[src/hdl/vphp_pkg.sv]
// ----------------------------------------------------------------------------
// vphp_pkg
// Shared codes and widths for the varint packet header parser.
// ----------------------------------------------------------------------------
package vphp_pkg;

    localparam int unsigned DATA_W   = 8;
    localparam int unsigned VALUE_W  = 32;
    localparam int unsigned STATUS_W = 2;
    localparam int unsigned COUNT_W  = 3;
    localparam int unsigned PHASE_W  = 2;

    localparam logic [STATUS_W-1:0] ST_OK         = 2'd0;
    localparam logic [STATUS_W-1:0] ST_INCOMPLETE = 2'd1;
    localparam logic [STATUS_W-1:0] ST_TOO_LONG   = 2'd2;

    localparam logic [PHASE_W-1:0] PH_LENGTH = 2'd0;
    localparam logic [PHASE_W-1:0] PH_ID     = 2'd1;
    localparam logic [PHASE_W-1:0] PH_SKIP   = 2'd2;

    localparam logic [DATA_W-1:0] PAYLOAD_MASK = 8'b0111_1111;
    localparam logic [DATA_W-1:0] MORE_MASK    = 8'b1000_0000;

endpackage

[src/hdl/varint_packet_header_parser_core.sv]
// ----------------------------------------------------------------------------
// varint_packet_header_parser_core
// An accepted byte passes through an input register, then a result register.
// One byte is accepted every cycle while the input is not stalled; the decode step
// between the two registers sets that rate. Reset is asynchronous, active low.
// ----------------------------------------------------------------------------
module varint_packet_header_parser_core #(
    parameter int unsigned MAX_VARINT_BYTES = 5
) (
    input  logic                                 clk,
    input  logic                                 rst_n,
    input  logic                                 in_valid,
    output logic                                 in_stall,
    input  logic [vphp_pkg::DATA_W-1:0]          data_byte,
    input  logic                                 buffer_end,
    output logic                                 out_valid,
    input  logic                                 out_stall,
    output logic [vphp_pkg::STATUS_W-1:0]        status,
    output logic signed [vphp_pkg::VALUE_W-1:0]  packet_length,
    output logic signed [vphp_pkg::VALUE_W-1:0]  packet_id,
    output logic [vphp_pkg::COUNT_W-1:0]         length_bytes
);

    localparam int unsigned IDX_W = $clog2(MAX_VARINT_BYTES + 1);
    localparam logic [IDX_W-1:0] IDX_MAX = IDX_W'(MAX_VARINT_BYTES);

    logic                             s1_valid_reg, s1_valid_next;
    logic [vphp_pkg::DATA_W-1:0]      s1_byte_reg;
    logic                             s1_end_reg;

    logic [vphp_pkg::PHASE_W-1:0]     phase_reg, phase_next;
    logic [vphp_pkg::VALUE_W-1:0]     acc_reg, acc_next;
    logic [IDX_W-1:0]                 idx_reg, idx_next;
    logic [vphp_pkg::VALUE_W-1:0]     held_len_reg, held_len_next;
    logic [IDX_W-1:0]                 held_bytes_reg, held_bytes_next;

    logic                             out_valid_reg, out_valid_next;
    logic [vphp_pkg::STATUS_W-1:0]    status_reg, status_next;
    logic [vphp_pkg::VALUE_W-1:0]     len_out_reg, len_out_next;
    logic [vphp_pkg::VALUE_W-1:0]     id_out_reg, id_out_next;
    logic [IDX_W-1:0]                 lbytes_out_reg, lbytes_out_next;

    logic                             s1_adv;
    logic                             fire;
    logic                             emit;
    logic [5:0]                       shift_amt;
    logic [vphp_pkg::VALUE_W-1:0]     acc_new;
    logic [IDX_W-1:0]                 idx_new;

    assign s1_adv   = !out_valid_reg || !out_stall;
    assign in_stall = s1_valid_reg && !s1_adv;
    assign fire     = s1_valid_reg && s1_adv;

    assign shift_amt = 6'(7 * idx_reg);
    assign acc_new   = acc_reg
                     | ({{(vphp_pkg::VALUE_W - vphp_pkg::DATA_W){1'b0}},
                         s1_byte_reg & vphp_pkg::PAYLOAD_MASK} << shift_amt);
    assign idx_new   = idx_reg + 1'b1;

    always_comb
    begin
        phase_next      = phase_reg;
        acc_next        = acc_reg;
        idx_next        = idx_reg;
        held_len_next   = held_len_reg;
        held_bytes_next = held_bytes_reg;
        emit            = 1'b0;
        status_next     = status_reg;
        len_out_next    = len_out_reg;
        id_out_next     = id_out_reg;
        lbytes_out_next = lbytes_out_reg;

        if (fire)
        begin
            if (phase_reg != vphp_pkg::PH_LENGTH && phase_reg != vphp_pkg::PH_ID)
            begin
                if (s1_end_reg)
                begin
                    phase_next      = vphp_pkg::PH_LENGTH;
                    acc_next        = '0;
                    idx_next        = '0;
                    held_len_next   = '0;
                    held_bytes_next = '0;
                end
            end
            else if (idx_reg >= IDX_MAX)
            begin
                emit        = 1'b1;
                status_next = vphp_pkg::ST_TOO_LONG;
            end
            else if ((s1_byte_reg & vphp_pkg::MORE_MASK) != '0)
            begin
                if (s1_end_reg)
                begin
                    emit        = 1'b1;
                    status_next = vphp_pkg::ST_INCOMPLETE;
                end
                else
                begin
                    acc_next = acc_new;
                    idx_next = idx_new;
                end
            end
            else if (phase_reg == vphp_pkg::PH_LENGTH)
            begin
                if (s1_end_reg)
                begin
                    emit        = 1'b1;
                    status_next = vphp_pkg::ST_INCOMPLETE;
                end
                else
                begin
                    held_len_next   = acc_new;
                    held_bytes_next = idx_new;
                    acc_next        = '0;
                    idx_next        = '0;
                    phase_next      = vphp_pkg::PH_ID;
                end
            end
            else
            begin
                emit        = 1'b1;
                status_next = vphp_pkg::ST_OK;
            end

            if (emit)
            begin
                if (status_next == vphp_pkg::ST_OK)
                begin
                    len_out_next    = held_len_reg;
                    id_out_next     = acc_new;
                    lbytes_out_next = held_bytes_reg;
                end
                else
                begin
                    len_out_next    = '0;
                    id_out_next     = '0;
                    lbytes_out_next = '0;
                end
                acc_next = '0;
                idx_next = '0;
                if (s1_end_reg)
                begin
                    phase_next      = vphp_pkg::PH_LENGTH;
                    held_len_next   = '0;
                    held_bytes_next = '0;
                end
                else
                begin
                    phase_next = vphp_pkg::PH_SKIP;
                end
            end
        end
    end

    always_comb
    begin
        if (in_valid && !in_stall)
        begin
            s1_valid_next = 1'b1;
        end
        else if (s1_adv)
        begin
            s1_valid_next = 1'b0;
        end
        else
        begin
            s1_valid_next = s1_valid_reg;
        end

        if (fire)
        begin
            out_valid_next = emit;
        end
        else if (!out_stall)
        begin
            out_valid_next = 1'b0;
        end
        else
        begin
            out_valid_next = out_valid_reg;
        end
    end

    always_ff @(posedge clk or negedge rst_n)
    begin
        if (!rst_n)
        begin
            s1_valid_reg   <= 1'b0;
            out_valid_reg  <= 1'b0;
            phase_reg      <= vphp_pkg::PH_LENGTH;
            acc_reg        <= '0;
            idx_reg        <= '0;
            held_len_reg   <= '0;
            held_bytes_reg <= '0;
        end
        else
        begin
            s1_valid_reg   <= s1_valid_next;
            out_valid_reg  <= out_valid_next;
            phase_reg      <= phase_next;
            acc_reg        <= acc_next;
            idx_reg        <= idx_next;
            held_len_reg   <= held_len_next;
            held_bytes_reg <= held_bytes_next;
        end
    end

    always_ff @(posedge clk)
    begin
        if (in_valid && !in_stall)
        begin
            s1_byte_reg <= data_byte;
            s1_end_reg  <= buffer_end;
        end
        if (fire && emit)
        begin
            status_reg     <= status_next;
            len_out_reg    <= len_out_next;
            id_out_reg     <= id_out_next;
            lbytes_out_reg <= lbytes_out_next;
        end
    end

    assign out_valid     = out_valid_reg;
    assign status        = status_reg;
    assign packet_length = $signed(len_out_reg);
    assign packet_id     = $signed(id_out_reg);
    assign length_bytes  = vphp_pkg::COUNT_W'(lbytes_out_reg);

endmodule

[config.mk]
export PLATFORM = sky130hd
export DESIGN_NAME = varint_packet_header_parser_core
export DESIGN_NICKNAME = d
export VERILOG_FILES = /design/src/hdl/vphp_pkg.sv /design/src/hdl/varint_packet_header_parser_core.sv
export SDC_FILE = /design/constraint.sdc
export NUM_CORES = 1
export LEC_CHECK = 0
export BUFFER_PORTS_ARGS = -buffer_cell sky130_fd_sc_hd__buf_2
export CAP_MARGIN = 5
export CORE_MARGIN = 2
export CORE_UTILIZATION = 42
export CTS_CLUSTER_DIAMETER = 30
export DETAILED_ROUTE_END_ITERATION = 12
export PLACE_DENSITY_LB_ADDON = 0.3
export RECOVER_POWER = 100
export SLEW_MARGIN = 20
export SYNTH_ARGS = -nofsm -noshare
export SYNTH_HDL_FRONTEND = slang
export SYNTH_SLANG_ARGS = --single-unit
[constraint.sdc]
create_clock -name clk -period 7.45 [get_ports clk]
set_input_delay 0.3725 -clock clk [delete_from_list [all_inputs] [get_ports clk]]
set_output_delay 0.3725 -clock clk [all_outputs]
set_load 0.05 [all_outputs]
* After elaboration in Yosys (flattened, before gate mapping)
Cells that the tools add are included.
Operators by class: reduce and logical (&&, ||, !) cells 20, equality and inequality tests 6, multiplexer cells 57, bitwise operators 1, shifts and indexed selects 1, multiply operators 1, $lt $le $gt $ge 1, add/sub/neg operators 1
Operators by type and width (count):
- two-way mux 32 bit | 16
- two-way mux 3 bit | 16
- OR 32 bit | 1
- << shifter 7 x 6 -> 32 bit | 1
- two-way mux 2 bit | 14
- two-way mux 1 bit | 11
- multiplier 3 x 3 -> 6 bit, first input constant | 1
- inequality test 3 x 1 -> 1 bit, second input constant | 2
- inequality test 3 x 2 -> 1 bit, second input constant | 2
- AND reduction 6 bit | 1
- logical AND 1 bit | 5
- AND reduction 5 bit | 1
- logical NOT 1 bit | 4
- logical NOT 2 bit | 2
- inequality test 2 x 1 -> 1 bit, second input constant | 2
- nonzero test 2 bit | 2
- nonzero test 4 bit | 1
- adder 3 x 1 -> 3 bit, second input constant | 1
- greater-or-equal comparator 3 bit, second input constant | 1
- AND reduction 3 bit | 1
- nonzero test 3 bit | 1
- AND reduction 2 bit | 1
- logical OR 1 bit | 1
Word-level totals: output and inout bits 71, register bits 152

* Depth between registers and ports, before layout
Gate-level depths: netlist (run 1).
depth in word-level cells 10, gate-level depth with buffers 9, depth with buffers taken out 6

* Worst setup path before layout (run 1)
Ideal clock, no wire load.
path kind reg-to-reg, from register idx_reg[1], to register lbytes_out_reg[0], in the netlist length_bytes[0] (enable), setup time 0.602 ns, data required time 6.848 ns, arrival 6.166 ns, setup slack 0.682 ns, stages on the path, launching flop included 7, clock period less this slack 6.768 ns, path buffers 1, cells stage by stage dfrtp_1 -> buf_6 -> inv_1 -> ha_1 -> o31a_4 -> nor2_2 -> a211oi_1
On the way: longest elaborated chain between the ends 7
RTL lines:
- start, declared | RTL line varint_packet_header_parser_core.sv:33 | logic [IDX_W-1:0] idx_reg, idx_next;
- start signal, assigned | RTL line varint_packet_header_parser_core.sv:203 | idx_reg <= idx_next;
- greater-or-equal comparator 3 bit (*) | RTL line varint_packet_header_parser_core.sv:86 | else if (idx_reg >= IDX_MAX)
- two-way mux 1 bit (*) | RTL line varint_packet_header_parser_core.sv:86
- two-way mux 1 bit (*) | RTL line varint_packet_header_parser_core.sv:75 | if (phase_reg != vphp_pkg::PH_LENGTH && phase_reg != vphp_pkg::PH_ID)
- two-way mux 1 bit (*) | RTL line varint_packet_header_parser_core.sv:73 | if (fire)
- two-way mux 1 bit | RTL line varint_packet_header_parser_core.sv:73
- logical AND 1 bit | RTL line varint_packet_header_parser_core.sv:216 | if (fire && emit)
- AND reduction 3 bit (no source line) (*)
- end signal, assigned | RTL line varint_packet_header_parser_core.sv:221 | lbytes_out_reg <= lbytes_out_next;
- end, declared | RTL line varint_packet_header_parser_core.sv:41 | logic [IDX_W-1:0] lbytes_out_reg, lbytes_out_next;
Mark *: on every way between the ends. The rest lies on a longest branch, timed or not. The select of a mux whose other input is x is not followed. A chain may end at the register's enable or synchronous reset.

* Worst setup path in the final report (run 1)
from register idx_reg[0], to register lbytes_out_reg[2], in the netlist length_bytes[2] (enable)
The elaborated chain is that of the path after synthesis.

==> metrics.txt, run 1 <==
CP max FO 70; total congestion overflow 0; Cell Area, Placed 6440 sq um; power share of the clock group 0.317; crit path DAT between 4000 and 5000 ps; PortBufs 83; RR Startpoint idx_reg[0]; cell area after synthesis 5910 sq um; Relative slew margins -1.64; Mapped Nets 457; DRC Markers 0; highest clock rate 213 MHz; Setup CP Type reg2reg; VDD IR-drop max 0.000146 V; most frequent cells in the layout edfxtp_1, clkbuf_1, dfrtp_1; Slew Viols, Final approximately 220; clock sink count ~150; Core Rows 43; global-route wire length before repair 18.7 mm; MaxCap Viol Count 4; leakage 2.61 nW; Via density 5.08; hold crit path type in2reg; setup_tns 0 ps; hold_sp data_byte[0]; final WL 11.6 mm; Worst-path clk slew 60 ps; status finished, violations left; Final Hold Fails 0; Area Overhead vs Synth 16.2%; worst-skew pair later-pin latency around 420 ps; Root Buffer clkbuf_16; Cells after Synth between 400 and 500; crit end category flip-flop; fin crit share 0.630; Layout Cell Area excl Fill 6860 sq um; via count 3632; failing checks max-capacitance violations, max-slew violations; initial antenna violation count 0; Sw Share 0.353; Seq cells post-synth around 150; Die W 123 um; Tmin final 4700 ps; R2R depth 5; pwr/cell area 383 nW/um^2; YS warnings 0; Vert. Die Dim 123 um; TritonCTS clock tree done; Primary FF master, synth edfxtp_1; hold_buf cts 0; Worst Tran Pin Value 3960 ps; largest net degree at the start of global routing 75; die area 15000 sq um; sequential area share after synthesis 0.710; fillers 1257; Final GP Congestion roughly 0.8; Antenna Violating Nets Remaining 0; clock skew 8.22 ps; register share of total power 0.437; routed len/inst 16.2 um; Initial Util 0.427; WP data required 7390 ps; final setup fails 0; RSZ-0062 raised after global routing no; vias in the first global route 3523; H-tree levels 4; NetSw 0.930 mW; post-synth cell types 37; cts repair resizes 0; Num CTS Buffers 17; Post-synth ARST share 0.487; core area 13800 sq um; Post-CTS Setup Inserts 0; ant diodes 0; Internal roughly 1.7 mW; post-DP HPWL between 7 and 8 mm; part of the power in combinational logic 0.247; Initial DRT Pass Iterations 4; fraction of final layout cells sized beyond drive strength 1 0.0953; IO Count 84; Critical Path Start Type flip-flop; hold depth 1; drt first-iter violations 279; Mean Syn Cell Area 13.4 sq um; GRT Total Usage 0.166; CP startpoint idx_reg[0]; Post-synth EDFFs 78; commonest non-fill, non-tap cell in the layout edfxtp_1; CTS max path bufs 2; nets between 500 and 600
==> cells in the mapped netlist (all sizes together) (3+ instances only) <==
library cell	number	share of area
nand2b	3	0.0032
nor2	71	0.048
inv	5	0.0032
buf	21	0.026
dfrtp	74	0.31
nor4	3	0.0053
edfxtp	78	0.40
clkbuf	5	0.0032
nand2	5	0.0032
nor2b	44	0.047
o21ai	8	0.0068
o2bb2ai	35	0.052
a21oi	68	0.058
and2	3	0.0032
==> path summary, 6_finish.rpt <==
path | end | slack, ps
setup / recovery | length_bytes[2] | 2750
hold / removal | s1_byte_reg[0] | 120
setup reg to reg | length_bytes[2] | 2750
hold reg to reg | held_len_reg[31] | 480
max in group asynchronous | held_len_reg[27] | 3900
min in group asynchronous | held_len_reg[12] | 1330
==> area by class of cell <==
type / count / area [sq um] / area share
flip-flops and latches: 152 / 4190 / 0.611
multi-input cells: 259 / 1500 / 0.219
clock buffers: 19 / 453 / 0.0660
repair buffers: 87 / 344 / 0.0501
well taps: 180 / 225 / 0.0328
clock inverters: 13 / 126 / 0.0184
inverters: 5 / 18.8 / 0.00273
==> logic make-up after synthesis <==
family / count (synthesis) / share of synthesized area
compound gates: 120 / 0.131
buf+inv: 31 / 0.0320
simple gates: 136 / 0.121
flops: 152 / 0.710
fa+ha+maj: 2 / 0.00423
xor+xnor: 1 / 0.00148
==> per-layer routing <==
| metal | vias to the layer above | global-route usage | wire, um |
|---|---|---|---|
| met5 | - | 0 | 0 |
| met1 | 1755 | 0.233 | 5470 |
| li1 | 1747 | - | - |
| met2 | 113 | 0.247 | 5250 |
| met4 | 0 | 0.0661 | 200 |
| met3 | 17 | 0.0460 | 636 |
==> critical path, cell delays in order, from the launching register on <==
cell and delay [ps]:
dfrtp_1 670, ha_1 260, o31a_2 170, nor2_1 90, a211oi_4 230, clkbuf_1 2680
==> through the flow <==
step	hold WS [ps]	power, mW	setup slack [ps]	util	instances
3_3_place_gp	466	1.82	4710	0.466	683
3_5_place_dp	467	1.84	4600	0.466	683
5_1_grt	110	2.76	2250	0.496	715
2_1_floorplan	76.9	1.70	682	-	442
6_report	123	2.63	2750	0.496	715
4_1_cts	108	2.68	4560	0.508	715
==> power by group through the flow <==
stage	registers, mW	logic (mW)	clock network (mW)
floorplan	1.39	0.310	0
global placement	1.15	0.675	0
detailed placement	1.16	0.686	0
CTS	1.14	0.691	0.846
global route	1.17	0.705	0.886
finish	1.15	0.649	0.834
Power figures use the tool's default switching activity.
==> inputs of run 2 (changes only) <==
clock period = 4.6 ns   (was 7.45 ns; I/O delays follow)
==> run 2 against run 1 <==
Against the previous run:
- the run still ends with max-capacitance violations, max-slew violations left
- design area up 1.9%
- fmax up 43%
- power up 63%
- final cell count up 1.5%
- non-clock buffer count up 11
- clock skew up 1.3 ps
- combinational power up 65%
==> metrics.txt, run 2 (synthesis gave the netlist of run 1 again) <==
R2R depth 6 (+1); CP max stage delay 1160 ps (-1520 ps); H-tree levels 4 (unchanged); global-route wire length before repair 19.2 mm (+2.9%); post-DP HPWL 7.43 mm (+0.23%); PnR Total Power 4.29 mW (+63%); routed len/inst 16.5 um (+2.2%); fin crit share 0.712 (+0.0818); Worst-path clk slew 60 ps (about the same); fraction of final layout cells sized beyond drive strength 1 0.0952 (about the same); crit end category flip-flop; MaxCap Viol Count 4 (unchanged); CP max FO 35 (-50%); Num CTS Buffers 17 (unchanged); clock skew 9.50 ps (+1.29 ps); pwr/cell area 613 nW/um^2 (+60%); Critical Path Start Type flip-flop; core area 13800 sq um (unchanged); DRC Markers 0 (unchanged); hold depth 2 (+1); Die W 123 um (unchanged); leakage 2.68 nW (+2.5%); Slowest cell on crit path a32oi_2; RR Startpoint idx_reg[0]; clock sink count 152 (unchanged); Initial Util 0.427 (unchanged); vias in the first global route 3689 (+4.7%); ant diodes 0 (unchanged); drt first-iter violations 299 (+7.2%); Relative slew margins -0.302 (+1.34); RSZ-0062 raised after global routing no; Slew Viols, Final 211 (-2.8%); Initial DRT Pass Iterations 5 (+1); via count 3749 (+3.2%); Setup CP Type reg2reg; fillers 1217 (-3.2%); Root Buffer clkbuf_16; TritonCTS clock tree done; FF-to-FF setup slack 1320 ps (-1430 ps); setup_tns 0 ps (unchanged); Layout Cell Area excl Fill 6990 sq um (+1.9%); CTS max path bufs 2 (unchanged); nets 548 (+2.0%); R2R Path End packet_id[14]; failing checks max-capacitance violations, max-slew violations; initial antenna violation count 0 (unchanged); most frequent cells in the layout clkbuf_1, edfxtp_1, dfrtp_1; Tmin final 3280 ps (-1420 ps); hold endpoint out_valid; Area Overhead vs Synth 18.4%; crit-path cells ha_1 -> o31a_2 -> o21ai_0 -> a32oi_2 -> buf_4 -> nor2_1; Antenna Violating Nets Remaining 0 (unchanged); die area 15000 sq um (unchanged); Core Rows 43 (unchanged); Via density 5.16 (+1.7%); VDD IR-drop max 0.000281 V (+93%); PortBufs 83 (unchanged); Worst Tran Pin Value 1950 ps (-2020 ps); worst hold margin 77.9 ps (-45.5 ps); WP data required 4760 ps (-2630 ps); worst-skew pair later-pin latency 420 ps (about the same); crit path DAT 3430 ps (-1200 ps); hold crit path type in2reg; highest clock rate 305 MHz (+43%); Vert. Die Dim 123 um (unchanged); Cell Area, Placed 6440 sq um (unchanged); IO Count 84 (unchanged); GRT Total Usage 0.171 (+0.00485); hold_sp out_stall; largest net degree at the start of global routing 75 (unchanged); status finished, violations left; Post-CTS Setup Inserts 0 (unchanged); total congestion overflow 0 (unchanged); final setup fails 0 (unchanged); final WL 12.0 mm (+3.7%); Final Hold Fails 0 (unchanged); Final GP Congestion 0.791 (about the same)
## run 2: critical path, delay by kind of cell (launching register included)
kind	cells	cell delay, ps
and+or+nand+nor	1	110
AOI/OAI and AO/OA	3	1430
buffers and inverters	1	510
DFF	1	670
adders and majority gates	1	270
## run 2: worst max path at each step
stage,startpoint,to,slack [ps],cells past startpoint
floorplan,idx_reg[1],length_bytes[0],260,6
CTS,idx_reg[0],packet_id[14],1640,6
finish,idx_reg[0],packet_id[14],1320,6
global placement,idx_reg[0],packet_id[4],1780,6
global route,idx_reg[0],packet_id[14],900,6
detailed placement,idx_reg[0],packet_id[14],1660,6
## run 2: report_power, final
part | switching, mW | internal [mW] | total (mW)
sequential | 0.133 | 1.72 | 1.86
clock | 0.507 | 0.860 | 1.37
combinational | 0.851 | 0.215 | 1.07
total | 1.49 | 2.80 | 4.29
## run 2: timing repair
action,CTS,global route
resized for setup,0,0
hold endpoints to repair,75,0
hold buffers,11,0
## run 2: final cells by class
cell class                 count  area (sq um)  share of cell area
clock buffer                  26           500              0.0716
clock inverter                 6          87.6              0.0125
inverter                       5          18.8             0.00268
multi-input combinational    259          1510               0.216
sequential                   152          4190               0.600
tap                          180           225              0.0322
timing repair buffer          98           460              0.0658
## run 2: through the flow
step / util / instances / worst slack, ps
final: 0.506 / 726 / 1320
after global routing: 0.506 / 726 / 903
after CTS: 0.516 / 726 / 1640
after detailed placement: 0.466 / 683 / 1660
after global placement: 0.466 / 683 / 1780
after floorplan: - / 442 / 257
## run 2: routing by layer
layer / track usage / wire [um]
met5: 0 / 0
met3: 0.0432 / 678
met4: 0.0690 / 207
met1: 0.245 / 5690
met2: 0.251 / 5420
==> inputs of run 3 (changes only) <==
clock period = 3 ns   (was 4.6 ns; I/O delays follow)
==> run 3 against run 2 <==
Against the previous run:
- clock power up 46%
- global-route usage down 0.26 points
- clock skew down 2.0 ps
- sequential power up 53%
- the flow still finishes with violations (max-capacitance violations, max-slew violations)
- combinational power up 53%
- largest power group unchanged
- sequential share of layout area down 0.24 points
==> metrics.txt, run 3 (synthesis gave the netlist of run 1 again) <==
status finished, violations left; failing checks max-capacitance violations, max-slew violations; PortBufs 83 (unchanged); DRC Markers 0 (unchanged); TritonCTS clock tree done; fin crit share 0.870 (+0.158); Root Buffer clkbuf_16; vias in the first global route 3592 (-2.6%); fraction of final layout cells sized beyond drive strength 1 0.104 (+0.00859); Die W 123 um (unchanged); post-DP HPWL 7.48 mm (+0.62%); setup_tns 0 ps (unchanged); initial antenna violation count 0 (unchanged); GRT Total Usage 0.169 (-0.00263); CP max FO 70 (+100%); clock skew 7.54 ps (-1.97 ps); Final Hold Fails 0 (unchanged); Area Overhead vs Synth 18.8%; H-tree levels 4 (unchanged); MaxCap Viol Count 1 (-3); Worst-path clk slew 60 ps (about the same); Initial Util 0.427 (unchanged); Num CTS Buffers 17 (unchanged); global-route wire length before repair 18.9 mm (-1.5%); Via density 5.02 (-2.8%); clock sink count 152 (unchanged); Final GP Congestion 0.858 (+8.5%); RR Startpoint idx_reg[0]; routed len/inst 15.9 um (-3.6%); hold_sp data_byte[7]; Antenna Violating Nets Remaining 0 (unchanged); fin util 0.508 (+0.00199); commonest non-fill, non-tap cell in the layout edfxtp_1; die area 15000 sq um (unchanged); CP startpoint idx_reg[0]; drt first-iter violations 282 (-5.7%); WP data required 3040 ps (-1720 ps); met1 Usage GRT 0.238 (-0.00726); nets 551 (+0.55%); Slew Viols, Final 75 (-64%); final WL 11.6 mm (-3.2%); worst-skew pair later-pin latency 420 ps (about the same); leakage 2.69 nW (+0.31%); VDD IR-drop max 0.000597 V (+110%); RSZ-0062 raised after global routing no; fillers 1259 (+3.5%); pwr/cell area 923 nW/um^2 (+51%); Vert. Die Dim 123 um (unchanged); gr busiest metal met2; Critical Path Start Type flip-flop; via count 3659 (-2.4%); crit path DAT 2650 ps (-780 ps); Tmin final 2610 ps (-665 ps); Placed Instances 685 (+0.29%); Setup CP Type reg2reg; worst hold margin 438 ps (+360 ps); total congestion overflow 0 (unchanged); hold crit path type in2reg; largest net degree at the start of global routing 75 (unchanged); ant diodes 0 (unchanged); PnR Total Power 6.48 mW (+51%); Worst Tran Pin Value 1830 ps (-119 ps); Relative slew margins -0.218 (+0.0842); most frequent cells in the layout edfxtp_1, dfrtp_1, clkbuf_1; CTS max path bufs 2 (unchanged); core area 13800 sq um (unchanged); M2 GR Usage 0.249 (-0.00208); Core Rows 43 (unchanged); final setup fails 0 (unchanged); met3 Track Usage GR 0.0525 (+0.00929); final cell count without fillers 729 (+0.41%); crit end category flip-flop; highest clock rate 383 MHz (+25%); IO Count 84 (unchanged); Initial DRT Pass Iterations 5 (unchanged)
## run 3: metrics by stage
stage / area, sq um / setup WS, ps
2_1_floorplan: 5940 / -225
3_3_place_gp: 6490 / 608
3_5_place_dp: 6490 / 523
4_1_cts: 7170 / 469
5_1_grt: 7020 / 183
6_report: 7020 / 390
## run 3: layout make-up
type / instances / area, sq um / share of cell area
well taps: 180 / 225 / 0.0321
clock inverters: 11 / 105 / 0.0150
repair buffers: 101 / 487 / 0.0693
multi-input cells: 259 / 1540 / 0.219
flip-flops and latches: 152 / 4190 / 0.597
inverters: 5 / 21.3 / 0.00303
clock buffers: 21 / 450 / 0.0641
## run 3: final timing paths
kind	endpoint	slack, ps	depth (start not counted)
max in group asynchronous	held_len_reg[15]	1140	2
min	s1_byte_reg[7]	440	2
max	packet_length[2]	390	5
max reg2reg	packet_length[2]	390	5
min in group asynchronous	held_len_reg[6]	780	2
min reg2reg	held_len_reg[21]	480	1
## run 3: where the power goes
group          switching (mW)  internal (mW)
registers               0.209           2.63
logic                    1.30          0.342
clock network           0.772           1.23
total                    2.28           4.21
## run 3: repair_timing
action	in CTS	in global routing
hold buffers	12	0
gates resized for setup	0	0
endpoints found under the hold margin	85	0
buffers inserted	0	0
## run 3: worst max-delay path, cell delays in order, from the launching register on
cell	delay [ps]
dfrtp_1	700
ha_1	300
o31a_4	180
nor2_4	50
a211oi_4	190
clkbuf_4	720
## run 3: per-layer routing
layer	up-vias	routed length, um
met3	7	701
met5	-	0
li1	1773	-
met1	1764	5410
met2	115	5410
met4	0	85
